--- src/hw/rtl/dedupe_priority_prompt_queue_core_assert.svh ---
// ---------------------------------------------------------------------------
// Assertion macros for the prompt queue core
// Short forms for clocked implications masked while reset is high.
// ---------------------------------------------------------------------------
`ifndef DEDUPE_PRIORITY_PROMPT_QUEUE_CORE_ASSERT_SVH
`define DEDUPE_PRIORITY_PROMPT_QUEUE_CORE_ASSERT_SVH

// same-cycle implication
`define DPQ_ASSERT_NOW(lbl, ante, cons, msg) \
   lbl: assert property (@(posedge clock) disable iff (reset) (ante) |-> (cons)) \
      else $error(msg);

// next-cycle implication
`define DPQ_ASSERT_NEXT(lbl, ante, cons, msg) \
   lbl: assert property (@(posedge clock) disable iff (reset) (ante) |=> (cons)) \
      else $error(msg);

`endif

--- src/hw/rtl/dpq_pkg.sv ---
// ---------------------------------------------------------------------------
// dpq_pkg
// Types and codes shared by the prompt queue core and its slot cells.
// ---------------------------------------------------------------------------
package dpq_pkg;

   localparam int KEY_W  = 64;
   localparam int ID_W   = 8;
   localparam int CODE_W = 8;
   localparam int CSR_IDX_W = 1;
   localparam int CSR_DATA_W = 8;

   localparam logic [CSR_IDX_W-1:0] CSR_NET_REQUIRED  = 1'b0;
   localparam logic [CSR_IDX_W-1:0] CSR_NET_CONNECTED = 1'b1;

   localparam logic [ID_W-1:0] NET_REQUIRED_RESET  = 8'd1;
   localparam logic [ID_W-1:0] NET_CONNECTED_RESET = 8'd2;

   typedef enum logic [2:0] {
      FUNC_SUBMIT   = 3'd0,
      FUNC_TAKE     = 3'd1,
      FUNC_DONE     = 3'd2,
      FUNC_SET_CONV = 3'd3,
      FUNC_SET_NET  = 3'd4,
      FUNC_QUERY    = 3'd5
   } func_type;

   typedef enum logic [1:0] {
      STATUS_OK      = 2'd0,
      STATUS_FULL    = 2'd1,
      STATUS_EMPTY   = 2'd2,
      STATUS_PENDING = 2'd3
   } status_type;

   typedef enum logic [1:0] {
      ST_IDLE,
      ST_SWEEP,
      ST_DONE
   } state_type;

   typedef struct packed {
      logic [2:0]        func;
      logic [ID_W-1:0]   prompt_id;
      logic [KEY_W-1:0]  key;
      logic              flag_value;
      logic [CODE_W-1:0] play_result;
   } req_type;

   typedef struct packed {
      logic [1:0]        status;
      logic              grant_valid;
      logic [ID_W-1:0]   grant_id;
      logic [KEY_W-1:0]  grant_key;
      logic [CODE_W-1:0] result_code;
      logic              busy_res;
   } rsp_type;

   // broadcast to every cell for the beat under way
   typedef struct packed {
      logic            take;
      logic            conv;
      logic            link;
      logic [ID_W-1:0] req_id;
      logic [ID_W-1:0] conn_id;
      logic [ID_W-1:0] prompt_id;
   } cell_cmd_type;

   // running result handed from cell to cell
   typedef struct packed {
      logic            valid;
      logic            hit;
      logic            free_found;
      logic            sel_found;
      logic [ID_W-1:0] sel_id;
   } carry_type;

   typedef struct packed {
      logic set;
      logic clr;
   } cell_wr_type;

endpackage

--- src/hw/rtl/dpq_cell.sv ---
// ---------------------------------------------------------------------------
// dpq_cell
// One queue slot: holds id and key, folds itself into the passing carry.
// ---------------------------------------------------------------------------
module dpq_cell import dpq_pkg::*; #(
   parameter int KEY_BITS = 64,
   parameter int IDX_W    = 3,
   parameter int IDX      = 0
) (
   input  logic                clock,
   input  logic                reset,
   input  cell_cmd_type        cmd,
   input  logic [KEY_BITS-1:0] cmd_key,
   input  carry_type           cin,
   input  logic [IDX_W-1:0]    cin_free_idx,
   input  logic [IDX_W-1:0]    cin_sel_idx,
   input  logic [KEY_BITS-1:0] cin_sel_key,
   output carry_type           cout,
   output logic [IDX_W-1:0]    cout_free_idx,
   output logic [IDX_W-1:0]    cout_sel_idx,
   output logic [KEY_BITS-1:0] cout_sel_key,
   input  cell_wr_type         wr,
   input  logic [IDX_W-1:0]    wr_idx,
   output logic                used
);

   localparam logic [IDX_W-1:0] MY_IDX = IDX_W'(IDX);

   logic                used_ff, used_in;
   logic [ID_W-1:0]     id_ff;
   logic [KEY_BITS-1:0] key_ff;

   carry_type           carry_ff, carry_in;
   logic [IDX_W-1:0]    free_idx_ff, free_idx_in;
   logic [IDX_W-1:0]    sel_idx_ff, sel_idx_in;
   logic [KEY_BITS-1:0] sel_key_ff, sel_key_in;

   logic is_req, is_conn, relevant, eligible, take_me, wr_me;

   always_comb begin
      is_req   = (id_ff == cmd.req_id);
      is_conn  = (id_ff == cmd.conn_id);
      // required id is tested before connected id
      relevant = is_req ? !cmd.link : (is_conn ? cmd.link : 1'b1);
      eligible = used_ff && relevant && !(cmd.conv && (is_req || is_conn));
      take_me  = eligible && (!cin.sel_found || (id_ff > cin.sel_id));
      wr_me    = (wr_idx == MY_IDX);

      carry_in.valid      = cin.valid;
      carry_in.hit        = cin.hit || (used_ff && (key_ff == cmd_key));
      carry_in.free_found = cin.free_found || !used_ff;
      carry_in.sel_found  = cin.sel_found || take_me;
      carry_in.sel_id     = take_me ? id_ff : cin.sel_id;
      free_idx_in = cin.free_found ? cin_free_idx : MY_IDX;
      sel_idx_in  = take_me ? MY_IDX : cin_sel_idx;
      sel_key_in  = take_me ? key_ff : cin_sel_key;

      used_in = used_ff;
      if (cin.valid && cmd.take && used_ff && !relevant) begin
         used_in = 1'b0;   // stale network prompt dropped as the sweep passes
      end else if (wr.set && wr_me) begin
         used_in = 1'b1;
      end else if (wr.clr && wr_me) begin
         used_in = 1'b0;
      end
   end

   always_ff @(posedge clock) begin
      if (reset) begin
         used_ff  <= 1'b0;
         carry_ff <= '0;
      end else begin
         used_ff  <= used_in;
         carry_ff <= carry_in;
      end
   end

   always_ff @(posedge clock) begin
      free_idx_ff <= free_idx_in;
      sel_idx_ff  <= sel_idx_in;
      sel_key_ff  <= sel_key_in;
      if (wr.set && wr_me) begin
         id_ff  <= cmd.prompt_id;
         key_ff <= cmd_key;
      end
   end

   assign cout          = carry_ff;
   assign cout_free_idx = free_idx_ff;
   assign cout_sel_idx  = sel_idx_ff;
   assign cout_sel_key  = sel_key_ff;
   assign used          = used_ff;

endmodule

--- src/hw/rtl/dedupe_priority_prompt_queue_core.sv ---
// ---------------------------------------------------------------------------
// dedupe_priority_prompt_queue_core
// Deduplicating priority queue of pending prompts built as a chain of slots.
// ---------------------------------------------------------------------------
//  channel   | ports                          | handshake
//  ----------+--------------------------------+------------------------------
//  command   | start, busy, req_data          | beat when start & !busy
//  result    | rsp_valid, rsp_data            | one-cycle strobe, no stall
//  registers | csr_we, csr_index, csr_wdata   | write when csr_we
//
//  For each command a carry walks down the slot chain one cell per cycle,
//  the tail result is applied, and the result is shown for one cycle,
//  during which the next command is taken.
//  Reset (synchronous) empties every slot, clears flags and the last result,
//  and loads the register defaults.
//  The result side has no ready; rsp_valid lasts exactly one cycle.
// ---------------------------------------------------------------------------
`include "dedupe_priority_prompt_queue_core_assert.svh"

module dedupe_priority_prompt_queue_core import dpq_pkg::*; #(
   parameter int QUEUE_DEPTH = 8,
   parameter int KEY_BITS    = 64
) (
   input  logic                  clock,
   input  logic                  reset,
   input  logic                  start,
   output logic                  busy,
   input  req_type               req_data,
   output logic                  rsp_valid,
   output rsp_type               rsp_data,
   input  logic                  csr_we,
   input  logic [CSR_IDX_W-1:0]  csr_index,
   input  logic [CSR_DATA_W-1:0] csr_wdata
);

   localparam int IDX_W = (QUEUE_DEPTH > 1) ? $clog2(QUEUE_DEPTH) : 1;

   state_type state_ff, state_in;
   req_type   cmd_ff;
   logic      seed_ff;

   logic [ID_W-1:0]     net_req_ff, net_conn_ff;
   logic                conv_ff, conv_in, link_ff, link_in;
   logic                playing_ff, playing_in;
   logic [KEY_BITS-1:0] playing_tag_ff, playing_tag_in;
   logic                last_valid_ff, last_valid_in;
   logic [KEY_BITS-1:0] last_tag_ff, last_tag_in;
   logic [CODE_W-1:0]   last_code_ff, last_code_in;

   logic [1:0]          status_ff, status_in;
   logic                gvalid_ff, gvalid_in;
   logic [ID_W-1:0]     gid_ff, gid_in;
   logic [KEY_W-1:0]    gkey_ff, gkey_in;
   logic [CODE_W-1:0]   rcode_ff, rcode_in;

   logic                accept, commit, pending;
   logic [KEY_BITS-1:0] cmd_key;
   cell_cmd_type        cell_cmd;
   cell_wr_type         cell_wr;
   logic [IDX_W-1:0]    wr_idx;
   logic [QUEUE_DEPTH-1:0] used_vec;

   carry_type           c_in [QUEUE_DEPTH];
   logic [IDX_W-1:0]    fi_in [QUEUE_DEPTH];
   logic [IDX_W-1:0]    si_in [QUEUE_DEPTH];
   logic [KEY_BITS-1:0] sk_in [QUEUE_DEPTH];
   carry_type           c_out [QUEUE_DEPTH];
   logic [IDX_W-1:0]    fi_out [QUEUE_DEPTH];
   logic [IDX_W-1:0]    si_out [QUEUE_DEPTH];
   logic [KEY_BITS-1:0] sk_out [QUEUE_DEPTH];
   carry_type           tail;
   carry_type           seed;

   assign accept  = start && !busy;
   assign cmd_key = cmd_ff.key[KEY_BITS-1:0];
   assign tail    = c_out[QUEUE_DEPTH-1];
   assign commit  = (state_ff == ST_SWEEP) && tail.valid;

   always_comb begin
      seed            = '0;
      seed.valid      = seed_ff;
      cell_cmd.take      = (cmd_ff.func == FUNC_TAKE);
      cell_cmd.conv      = conv_ff;
      cell_cmd.link      = link_ff;
      cell_cmd.req_id    = net_req_ff;
      cell_cmd.conn_id   = net_conn_ff;
      cell_cmd.prompt_id = cmd_ff.prompt_id;
   end

   for (genvar i = 0; i < QUEUE_DEPTH; i++) begin : g_cell
      if (i == 0) begin : g_head
         assign c_in[i]  = seed;
         assign fi_in[i] = '0;
         assign si_in[i] = '0;
         assign sk_in[i] = '0;
      end else begin : g_link
         assign c_in[i]  = c_out[i-1];
         assign fi_in[i] = fi_out[i-1];
         assign si_in[i] = si_out[i-1];
         assign sk_in[i] = sk_out[i-1];
      end

      dpq_cell #(
         .KEY_BITS (KEY_BITS),
         .IDX_W    (IDX_W),
         .IDX      (i)
      ) u_cell (
         .clock         (clock),
         .reset         (reset),
         .cmd           (cell_cmd),
         .cmd_key       (cmd_key),
         .cin           (c_in[i]),
         .cin_free_idx  (fi_in[i]),
         .cin_sel_idx   (si_in[i]),
         .cin_sel_key   (sk_in[i]),
         .cout          (c_out[i]),
         .cout_free_idx (fi_out[i]),
         .cout_sel_idx  (si_out[i]),
         .cout_sel_key  (sk_out[i]),
         .wr            (cell_wr),
         .wr_idx        (wr_idx),
         .used          (used_vec[i])
      );
   end

   // apply the tail of the sweep
   always_comb begin
      pending        = (playing_ff && (playing_tag_ff == cmd_key)) || tail.hit;
      conv_in        = conv_ff;
      link_in        = link_ff;
      playing_in     = playing_ff;
      playing_tag_in = playing_tag_ff;
      last_valid_in  = last_valid_ff;
      last_tag_in    = last_tag_ff;
      last_code_in   = last_code_ff;
      status_in      = STATUS_OK;
      gvalid_in      = 1'b0;
      gid_in         = '0;
      gkey_in        = '0;
      rcode_in       = '0;
      cell_wr        = '0;
      wr_idx         = fi_out[QUEUE_DEPTH-1];

      if (commit) begin
         unique case (func_type'(cmd_ff.func))
            FUNC_SUBMIT: begin
               if (cmd_key == '0) begin
                  status_in = STATUS_EMPTY;
               end else if (!pending) begin
                  if (!tail.free_found) begin
                     status_in = STATUS_FULL;
                  end else begin
                     cell_wr.set = 1'b1;
                  end
               end
            end
            FUNC_TAKE: begin
               wr_idx = si_out[QUEUE_DEPTH-1];
               if (tail.sel_found) begin
                  cell_wr.clr    = 1'b1;
                  gvalid_in      = 1'b1;
                  gid_in         = tail.sel_id;
                  gkey_in        = KEY_W'(sk_out[QUEUE_DEPTH-1]);
                  playing_in     = 1'b1;
                  playing_tag_in = sk_out[QUEUE_DEPTH-1];
               end
            end
            FUNC_DONE: begin
               if (playing_ff) begin
                  last_code_in   = cmd_ff.play_result;
                  last_valid_in  = 1'b1;
                  last_tag_in    = playing_tag_ff;
                  playing_in     = 1'b0;
                  playing_tag_in = '0;
               end
            end
            FUNC_SET_CONV: conv_in = cmd_ff.flag_value;
            FUNC_SET_NET:  link_in = cmd_ff.flag_value;
            FUNC_QUERY: begin
               if (cmd_key == '0) begin
                  status_in = STATUS_EMPTY;
               end else if (pending) begin
                  status_in = STATUS_PENDING;
               end else if (last_valid_ff && (last_tag_ff == cmd_key)) begin
                  rcode_in = last_code_ff;
               end
            end
            default: ;
         endcase
      end
   end

   always_comb begin
      state_in = state_ff;
      unique case (state_ff)
         ST_IDLE:  if (start) state_in = ST_SWEEP;
         ST_SWEEP: if (tail.valid) state_in = ST_DONE;
         ST_DONE:  state_in = start ? ST_SWEEP : ST_IDLE;
         default:  state_in = ST_IDLE;
      endcase
   end

   always_ff @(posedge clock) begin
      if (reset) begin
         state_ff       <= ST_IDLE;
         seed_ff        <= 1'b0;
         net_req_ff     <= NET_REQUIRED_RESET;
         net_conn_ff    <= NET_CONNECTED_RESET;
         conv_ff        <= 1'b0;
         link_ff        <= 1'b0;
         playing_ff     <= 1'b0;
         playing_tag_ff <= '0;
         last_valid_ff  <= 1'b0;
         last_tag_ff    <= '0;
         last_code_ff   <= '0;
      end else begin
         state_ff       <= state_in;
         seed_ff        <= accept;
         conv_ff        <= conv_in;
         link_ff        <= link_in;
         playing_ff     <= playing_in;
         playing_tag_ff <= playing_tag_in;
         last_valid_ff  <= last_valid_in;
         last_tag_ff    <= last_tag_in;
         last_code_ff   <= last_code_in;
         if (csr_we) begin
            if (csr_index == CSR_NET_REQUIRED) begin
               net_req_ff <= csr_wdata;
            end else if (csr_index == CSR_NET_CONNECTED) begin
               net_conn_ff <= csr_wdata;
            end
         end
      end
   end

   always_ff @(posedge clock) begin
      if (accept) begin
         cmd_ff <= req_data;
      end
      if (commit) begin
         status_ff <= status_in;
         gvalid_ff <= gvalid_in;
         gid_ff    <= gid_in;
         gkey_ff   <= gkey_in;
         rcode_ff  <= rcode_in;
      end
   end

   assign busy      = (state_ff == ST_SWEEP);
   assign rsp_valid = (state_ff == ST_DONE);
   assign rsp_data  = '{
      status:      status_ff,
      grant_valid: gvalid_ff,
      grant_id:    gid_ff,
      grant_key:   gkey_ff,
      result_code: rcode_ff,
      busy_res:    playing_ff || (|used_vec)
   };

   `DPQ_ASSERT_NOW(a_rsp_not_busy, rsp_valid, !busy, "result beat while sweep active")
   `DPQ_ASSERT_NEXT(a_accept_starts, accept, busy, "accepted beat did not start sweep")
   `DPQ_ASSERT_NEXT(a_single_strobe, rsp_valid, !rsp_valid, "result strobe held twice")
   `DPQ_ASSERT_NOW(a_grant_busy, rsp_valid && rsp_data.grant_valid, rsp_data.busy_res,
                   "grant without playing state")

endmodule
--- config.mk ---
export PLATFORM = sky130hd
export DESIGN_NAME = dedupe_priority_prompt_queue_core
export DESIGN_NICKNAME = d
export VERILOG_FILES = /design/src/hw/rtl/dpq_pkg.sv /design/src/hw/rtl/dpq_cell.sv /design/src/hw/rtl/dedupe_priority_prompt_queue_core.sv
export VERILOG_INCLUDE_DIRS = /design/src /design/src/hw/rtl
export SDC_FILE = /design/constraint.sdc
export NUM_CORES = 2
export LEC_CHECK = 0
export BUFFER_PORTS_ARGS = -buffer_cell sky130_fd_sc_hd__buf_4
export CORE_MARGIN = 1
export CORE_UTILIZATION = 65
export DETAILED_ROUTE_END_ITERATION = 8
export PLACE_DENSITY = 0.82
export SLEW_MARGIN = 5
export SYNTH_ARGS = -nofsm -noshare
export SYNTH_HDL_FRONTEND = slang
export SYNTH_SLANG_ARGS = --single-unit
--- constraint.sdc ---
create_clock -name clock -period 11.67 [get_ports clock]
set_input_delay 0.5835 -clock clock [delete_from_list [all_inputs] [get_ports clock]]
set_output_delay 0.5835 -clock clock [all_outputs]
set_load 0.01 [all_outputs]
After elaboration in Yosys (flattened, before gate mapping)
Cells that the tools add are included.
{ "classes": {"add_sub_neg": 0, "mul": 0, "n_div": 0, "order_cmp": 7, "n_eq_ne": 44, "n_shift": 0, "muxes": 72, "bitwise": 4, "reduce_logical": 187} }
{ "ops": {"columns": ["operator", "count"], "rows": [
  ["64-bit equality test", 10],
  ["64-bit 2-to-1 mux", 9],
  ["8-bit equality test", 16],
  ["64-bit one-hot mux with 2 select lines", 1],
  ["1-bit logical AND", 83],
  ["64-bit logical NOT", 1],
  ["8-bit > comparator", 7],
  ["8-bit 2-to-1 mux", 7],
  ["1-bit 2-to-1 mux", 44],
  ["1-bit logical OR", 38],
  ["1-bit logical NOT", 33],
  ["3-bit equality test (second input constant)", 6],
  ["2-bit nonzero test", 9],
  ["2-bit OR reduction", 9],
  ["3-bit by 2-bit equality test with 1-bit output (second input constant)", 4],
  ["2-bit 2-to-1 mux", 6],
  ["2-bit AND reduction", 6],
  ["8-bit OR reduction", 1],
  ["3-bit by 1-bit equality test with 1-bit output (second input constant)", 2],
  ["3-bit logical NOT", 2],
  ["3-bit 2-to-1 mux", 2],
  ["2-bit one-hot mux with 3 select lines", 1],
  ["3-bit AND reduction", 2],
  ["2-bit by 1-bit != test with 1-bit output (second input constant)", 2],
  ["other kinds (9)", 13]
]} }
{ "word_totals": {"ff_bits": 1560, "latchBits": 0, "ram_bits": 0, "romBits": 0, "input_bits": 97, "output_inout_bits": 86, "word_cells": 421, "mem_count": 0} }

Longest topological paths before layout
{ "logic_depth": {"ltp_word": 10, "depth_mapped": 10, "depth_no_buf": 9} }

Cells and area by module
Synthesis repeated with hierarchy kept, for this count alone.
{ "unflattened": {"hier_cells": 4565, "area_unflattened_um2": 62513.7} }
{ "by_module_without_submodules": {"columns": ["mod", "instances", "cells_each", "area_per_inst_um2", "seq_area_each_um2"], "rows": [
  ["dpq_cell at g_cell[3].u_cell ...", 3, 419, 6192.2, 3823.7],
  ["dedupe_priority_prompt_queue_core", 1, 1211, 12988.7, 8197.9],
  ["dpq_cell at g_cell[1].u_cell ...", 2, 419, 6194.7, 3823.7],
  ["dpq_cell at g_cell[4].u_cell", 1, 420, 6188.4, 3823.7],
  ["dpq_cell at g_cell[7].u_cell", 1, 419, 6188.4, 3823.7],
  ["dpq_cell at g_cell[0].u_cell", 1, 420, 6182.2, 3823.7]
]} }

Worst setup path after synthesis
Ideal clock, no wire load.
{ "synth_path": {"kind": "flip-flop to flip-flop", "from": "reg state_ff[1]", "to": "reg g_cell[3].u_cell.id_ff[0] (enable)", "setup_time_ns": 0.590, "t_arrival_ns": 7.321, "required_ns": 11.080, "setup_slack_ns": 3.759, "stages_incl_launch_ff": 7, "n_path_buf": 1, "synth_period_minus_slack_ns": 7.911, "cell_sequence": "dfxtp_1 nand3b_1 inv_2 buf_2 nand3_1 nand3b_1 nor3_1"} }
{ "synth_between": {"elab_chain_cells": 5, "elab_cells_between_ends": 6} }
{ "synth_rtl": {"columns": ["item", "line_no", "source"], "rows": [
  ["start, declared", "dedupe_priority_prompt_queue_core.sv:38", "state_type state_ff, state_in;"],
  ["start signal, assigned", "dedupe_priority_prompt_queue_core.sv:217", "state_ff <= state_in;"],
  ["2-bit by 1-bit equality test with 1-bit output *", "dedupe_priority_prompt_queue_core.sv:77", "assign commit = (state_ff == ST_SWEEP) && tail.valid;"],
  ["1-bit logical AND *", "dedupe_priority_prompt_queue_core.sv:77", null],
  ["named net commit", "dedupe_priority_prompt_queue_core.sv:56", "logic accept, commit, pending;"],
  ["3-bit 2-to-1 mux", "dedupe_priority_prompt_queue_core.sv:144", "if (commit) begin"],
  ["3-bit by 2-bit equality test with 1-bit output", "dpq_cell.sv:47", "wr_me = (wr_idx == MY_IDX);"],
  ["1-bit logical AND *", "dpq_cell.sv:82", "if (wr.set && wr_me) begin"],
  ["end signal, assigned", "dpq_cell.sv:83", "id_ff <= cmd.prompt_id;"],
  ["end, declared", "dpq_cell.sv:30", "logic [ID_W-1:0] id_ff;"]
]} }
The timed path passes the listed nets; every way through them passes the cells marked *.
A chain may end at the register's enable or synchronous reset.

Worst setup path after layout
{ "layout_path": {"from": "reg cmd_ff, in the netlist cmd_key[53]", "to": "reg g_cell[1].u_cell.key_ff[39] (enable)"} }
{ "layout_between": {"elab_chain_cells": 8, "elab_cells_between_ends": 9} }
{ "layout_rtl": {"columns": ["item", "line_no", "source"], "rows": [
  ["start, declared", "dedupe_priority_prompt_queue_core.sv:39", "req_type cmd_ff;"],
  ["start signal, assigned", "dedupe_priority_prompt_queue_core.sv:238", "cmd_ff <= req_data;"],
  ["64-bit equality test", "dedupe_priority_prompt_queue_core.sv:128", "pending = (playing_ff && (playing_tag_ff == cmd_key)) || tail.hit;"],
  ["1-bit logical AND", "dedupe_priority_prompt_queue_core.sv:128", null],
  ["1-bit logical OR", "dedupe_priority_prompt_queue_core.sv:128", null],
  ["1-bit 2-to-1 mux", "dedupe_priority_prompt_queue_core.sv:149", "end else if (!pending) begin"],
  ["1-bit 2-to-1 mux *", "dedupe_priority_prompt_queue_core.sv:147", "if (cmd_key == '0) begin"],
  ["1-bit 2-to-1 mux *", "dedupe_priority_prompt_queue_core.sv:145", "unique case (func_type'(cmd_ff.func))"],
  ["2-bit 2-to-1 mux *", "dedupe_priority_prompt_queue_core.sv:144", null],
  ["1-bit logical AND *", "dpq_cell.sv:82", null],
  ["end signal, assigned", "dpq_cell.sv:84", "key_ff <= cmd_key;"],
  ["end, declared", "dpq_cell.sv:31", "logic [KEY_BITS-1:0] key_ff;"]
]} }
Mark *: on every way between the ends. The rest lies on a longest branch, timed or not.

==> impl_metrics.py <==
metrics = {
    "clocking": {
        "clk_pin_slew_worst_paths_ps": 60,
        "clkSinkCount": 1552,
        "cts_inserted_buffers": 150,
        "clockBufferDepth": 3,
        "cts_tree": "done",
        "cts-resized-gates": 0,
        "cts_root_buf": "clkbuf_16",
        "htree_num_levels": 4,
        "clock_latency_ps": 790,
    },
    "placement": {
        "placed_cells": 5911,
        "pre_cts_ws_ps": 7920,
        "dp.final_hpwl_um": 127000,
        "port_buffers": 182,
        "place_area_mm2": 0.0641,
        "gp_congestion": 1.03,
    },
    "die": {
        "row_count": 112,
        "dieWidth_um": 310,
        "coreArea_mm2": 0.0937,
        "start_util_pct": 65.9,
        "die_area_mm2": 0.0963,
        "die_h_um": 310,
        "io_pins": 183,
    },
    "detailed_routing": {
        "drc": 2,
        "num_vias": 38400,
        "vias_per_cell": 6.12,
        "drt_iter0_drc": 5258,
        "wl_met2_um": 79300,
        "wl_met1_um": 71300,
        "dr.max_layer_used": "met4",
        "drtAntennaViolNets": 0,
        "wl_met3_um": 16900,
        "wl_um": 180000,
        "drt-pass1-iter-count": 8,
        "routedWlPerCell_um": 28.7,
    },
    "timing": {
        "min_period_over_period_pct": 36.8,
        "final_max_slew_viol_count": 0,
        "setup_viol": 0,
        "rsz0062_at_grt": "false",
        "finalWorstSetupSlack_ps": 7380,
        "fmax_mhz": 233,
        "tightest_slew_ps": 1300,
        "hold_viol_final": 0,
        "clock_skew_ps": 35.9,
        "period_needed_ps": 4290,
        "fin_tns_setup_ps": 0,
        "hold_slack_ps": 44.9,
        "relSlewSlack_pct": 13.1,
    },
    "worst_setup_path": {
        "crit_arrival_ps": 4630,
        "crit_required_ps": 12010,
        "cp-end-kind": "flip-flop",
        "criticalPathCategory": "flip-flop to flip-flop",
        "start_kind": "flip-flop",
        "cp_max_fo": 72,
    },
    "global_routing": {
        "grt_use_total_pct": 37.4,
        "grt_first_pass_wirelength_um": 255000,
        "grt_pass1_vias": 37500,
        "overflow": 0,
        "antenna_found_initial": 5,
        "grt_start_max_net_pins": 105,
    },
    "final_layout": {
        "fin_util_pct": 74.4,
        "final_area_mm2": 0.0698,
        "fin_cells": 6268,
        "syn_to_final_growth_pct": 12.9,
        "drive_gt1_share_pct": 17.3,
        "final_nets": 5035,
    },
    "synthesis": {
        "synth_edf_count": 743,
        "synth_flop_cell": "dfxtp_1",
        "synthTopCellsByArea": "edfxtp_1 36%, dfxtp_1 26%, mux2_4 7.2%",
        "synth.distinct_cells": 75,
        "synth_seq_area_share_pct": 62.3,
        "yosys.cell_count.top_type": "dfxtp_1",
        "syn_area_mm2": 0.0618,
        "yosys.area.top_type_share_pct": 36.1,
        "ys_ff_latch": 1552,
        "netlist_top_cells_count": "809 x dfxtp_1, 743 x edfxtp_1, 373 x xor2_1",
        "synth_cells": 4616,
        "yosys_warnings": 0,
        "mappedNetlistNets": 4769,
        "synth.largest_area_cell": "edfxtp_1",
        "avgSynthCellArea_um2": 13.4,
        "synth_async_sr_flop_share_pct": 0,
    },
    "pwr": {
        "ir_drop_v": 0.000153,
        "power.density_mw_per_mm2": 159,
        "power_mw": 11.1,
        "leakage_nw": 26.0,
    },
    "run_status": {
        "violations": "DRC",
        "status": "finished, violations left",
    },
    "min_path": {
        "min_path_type": "primary input to flip-flop",
    },
    "job": {
        "cap_violations": 0,
    },
}
routing by layer:
layer,track usage [%],up-vias
li1,-,16900
met1,50.1,18900
met2,56.6,2166
met3,7.42,465
met4,22.7,0
met5,0,-
what timing repair did:
item / CTS / global route
hold buffers: 73 / 0
hold endpoints to repair: 73 / 0
buffers inserted: 0 / 0
registers in the layout (all words and copies together) (netlist names), 17 cells and up:
register and flops:
cmd_key 64, g_cell.u_cell.cout 96, g_cell.u_cell.cout_free_idx 17, g_cell.u_cell.cout_sel_idx 17
g_cell.u_cell.cout_sel_key 512, g_cell.u_cell.id_ff 64, g_cell.u_cell.key_ff 512, gkey_ff 64
last_tag_ff 64, playing_tag_ff 64
cells in the final DEF (no fill, tap or decap), drive strengths merged, types with 56 or more instances in the layout:
master and count:
and3 94, dfxtp 809, nand2 368, mux2i 60, nand3 107, dlygate4sd3 73, and2 84, buf 280
nand4 94, ha 56, edfxtp 743, xnor2 277, xor2 373, clkbuf 218, inv 174, mux2 448
clkinv 56, a21oi 183, nor4 130
worst max-delay path, stage by stage (launching register included):
cell and delay (ps):
edfxtp_1 380, buf_4 270, nor4_1 990, nand4_1 190
or4_1 910, o2111ai_1 360, clkinv_2 150, buf_4 420
logic make-up after synthesis:
| logic type | after synthesis | share of synthesized area, % |
|---|---|---|
| AOI/OAI and AO/OA | 400 | 4.21 |
| xor gates and xnor gates | 650 | 9.23 |
| adders and majority gates | 56 | 1.13 |
| buffers and inverters | 415 | 3.38 |
| DFF | 1552 | 62.3 |
| muxes | 508 | 10.9 |
| and+or+nand+nor | 1035 | 8.78 |
report_power, final:
group	internal, mW	switching, mW	leakage, nW
logic	0.142	0.324	10.2
registers	5.73	0.0370	13.4
clock network	2.74	2.11	2.42
total	8.61	2.47	26.0
final cells by class:
class,count,area (um^2)
Timing Repair Buffer,353,2840
Antenna cell,2,5.00
Sequential cell,1552,38500
Tap cell,1254,1570
Inverter,176,673
Multi-Input combinational cell,2649,21300
Fill cell,5925,24000
Clock buffer,218,4260
Clock inverter,64,667
path summary, 6_finish.rpt:
path,startpoint,end,slack (ps),depth (start not counted)
worst max register to register,cmd_key[53],g_cell[1].u_cell.key_ff[39],7380,7
worst max-delay path,cmd_key[53],g_cell[1].u_cell.key_ff[39],7380,7
worst min register to register,g_cell[0].u_cell.cout[9],g_cell[1].u_cell.cout_free_idx[0],390,1
worst min-delay path,csr_wdata[0],net_req_ff[0],40,3
(Power assumes the default switching activity.)
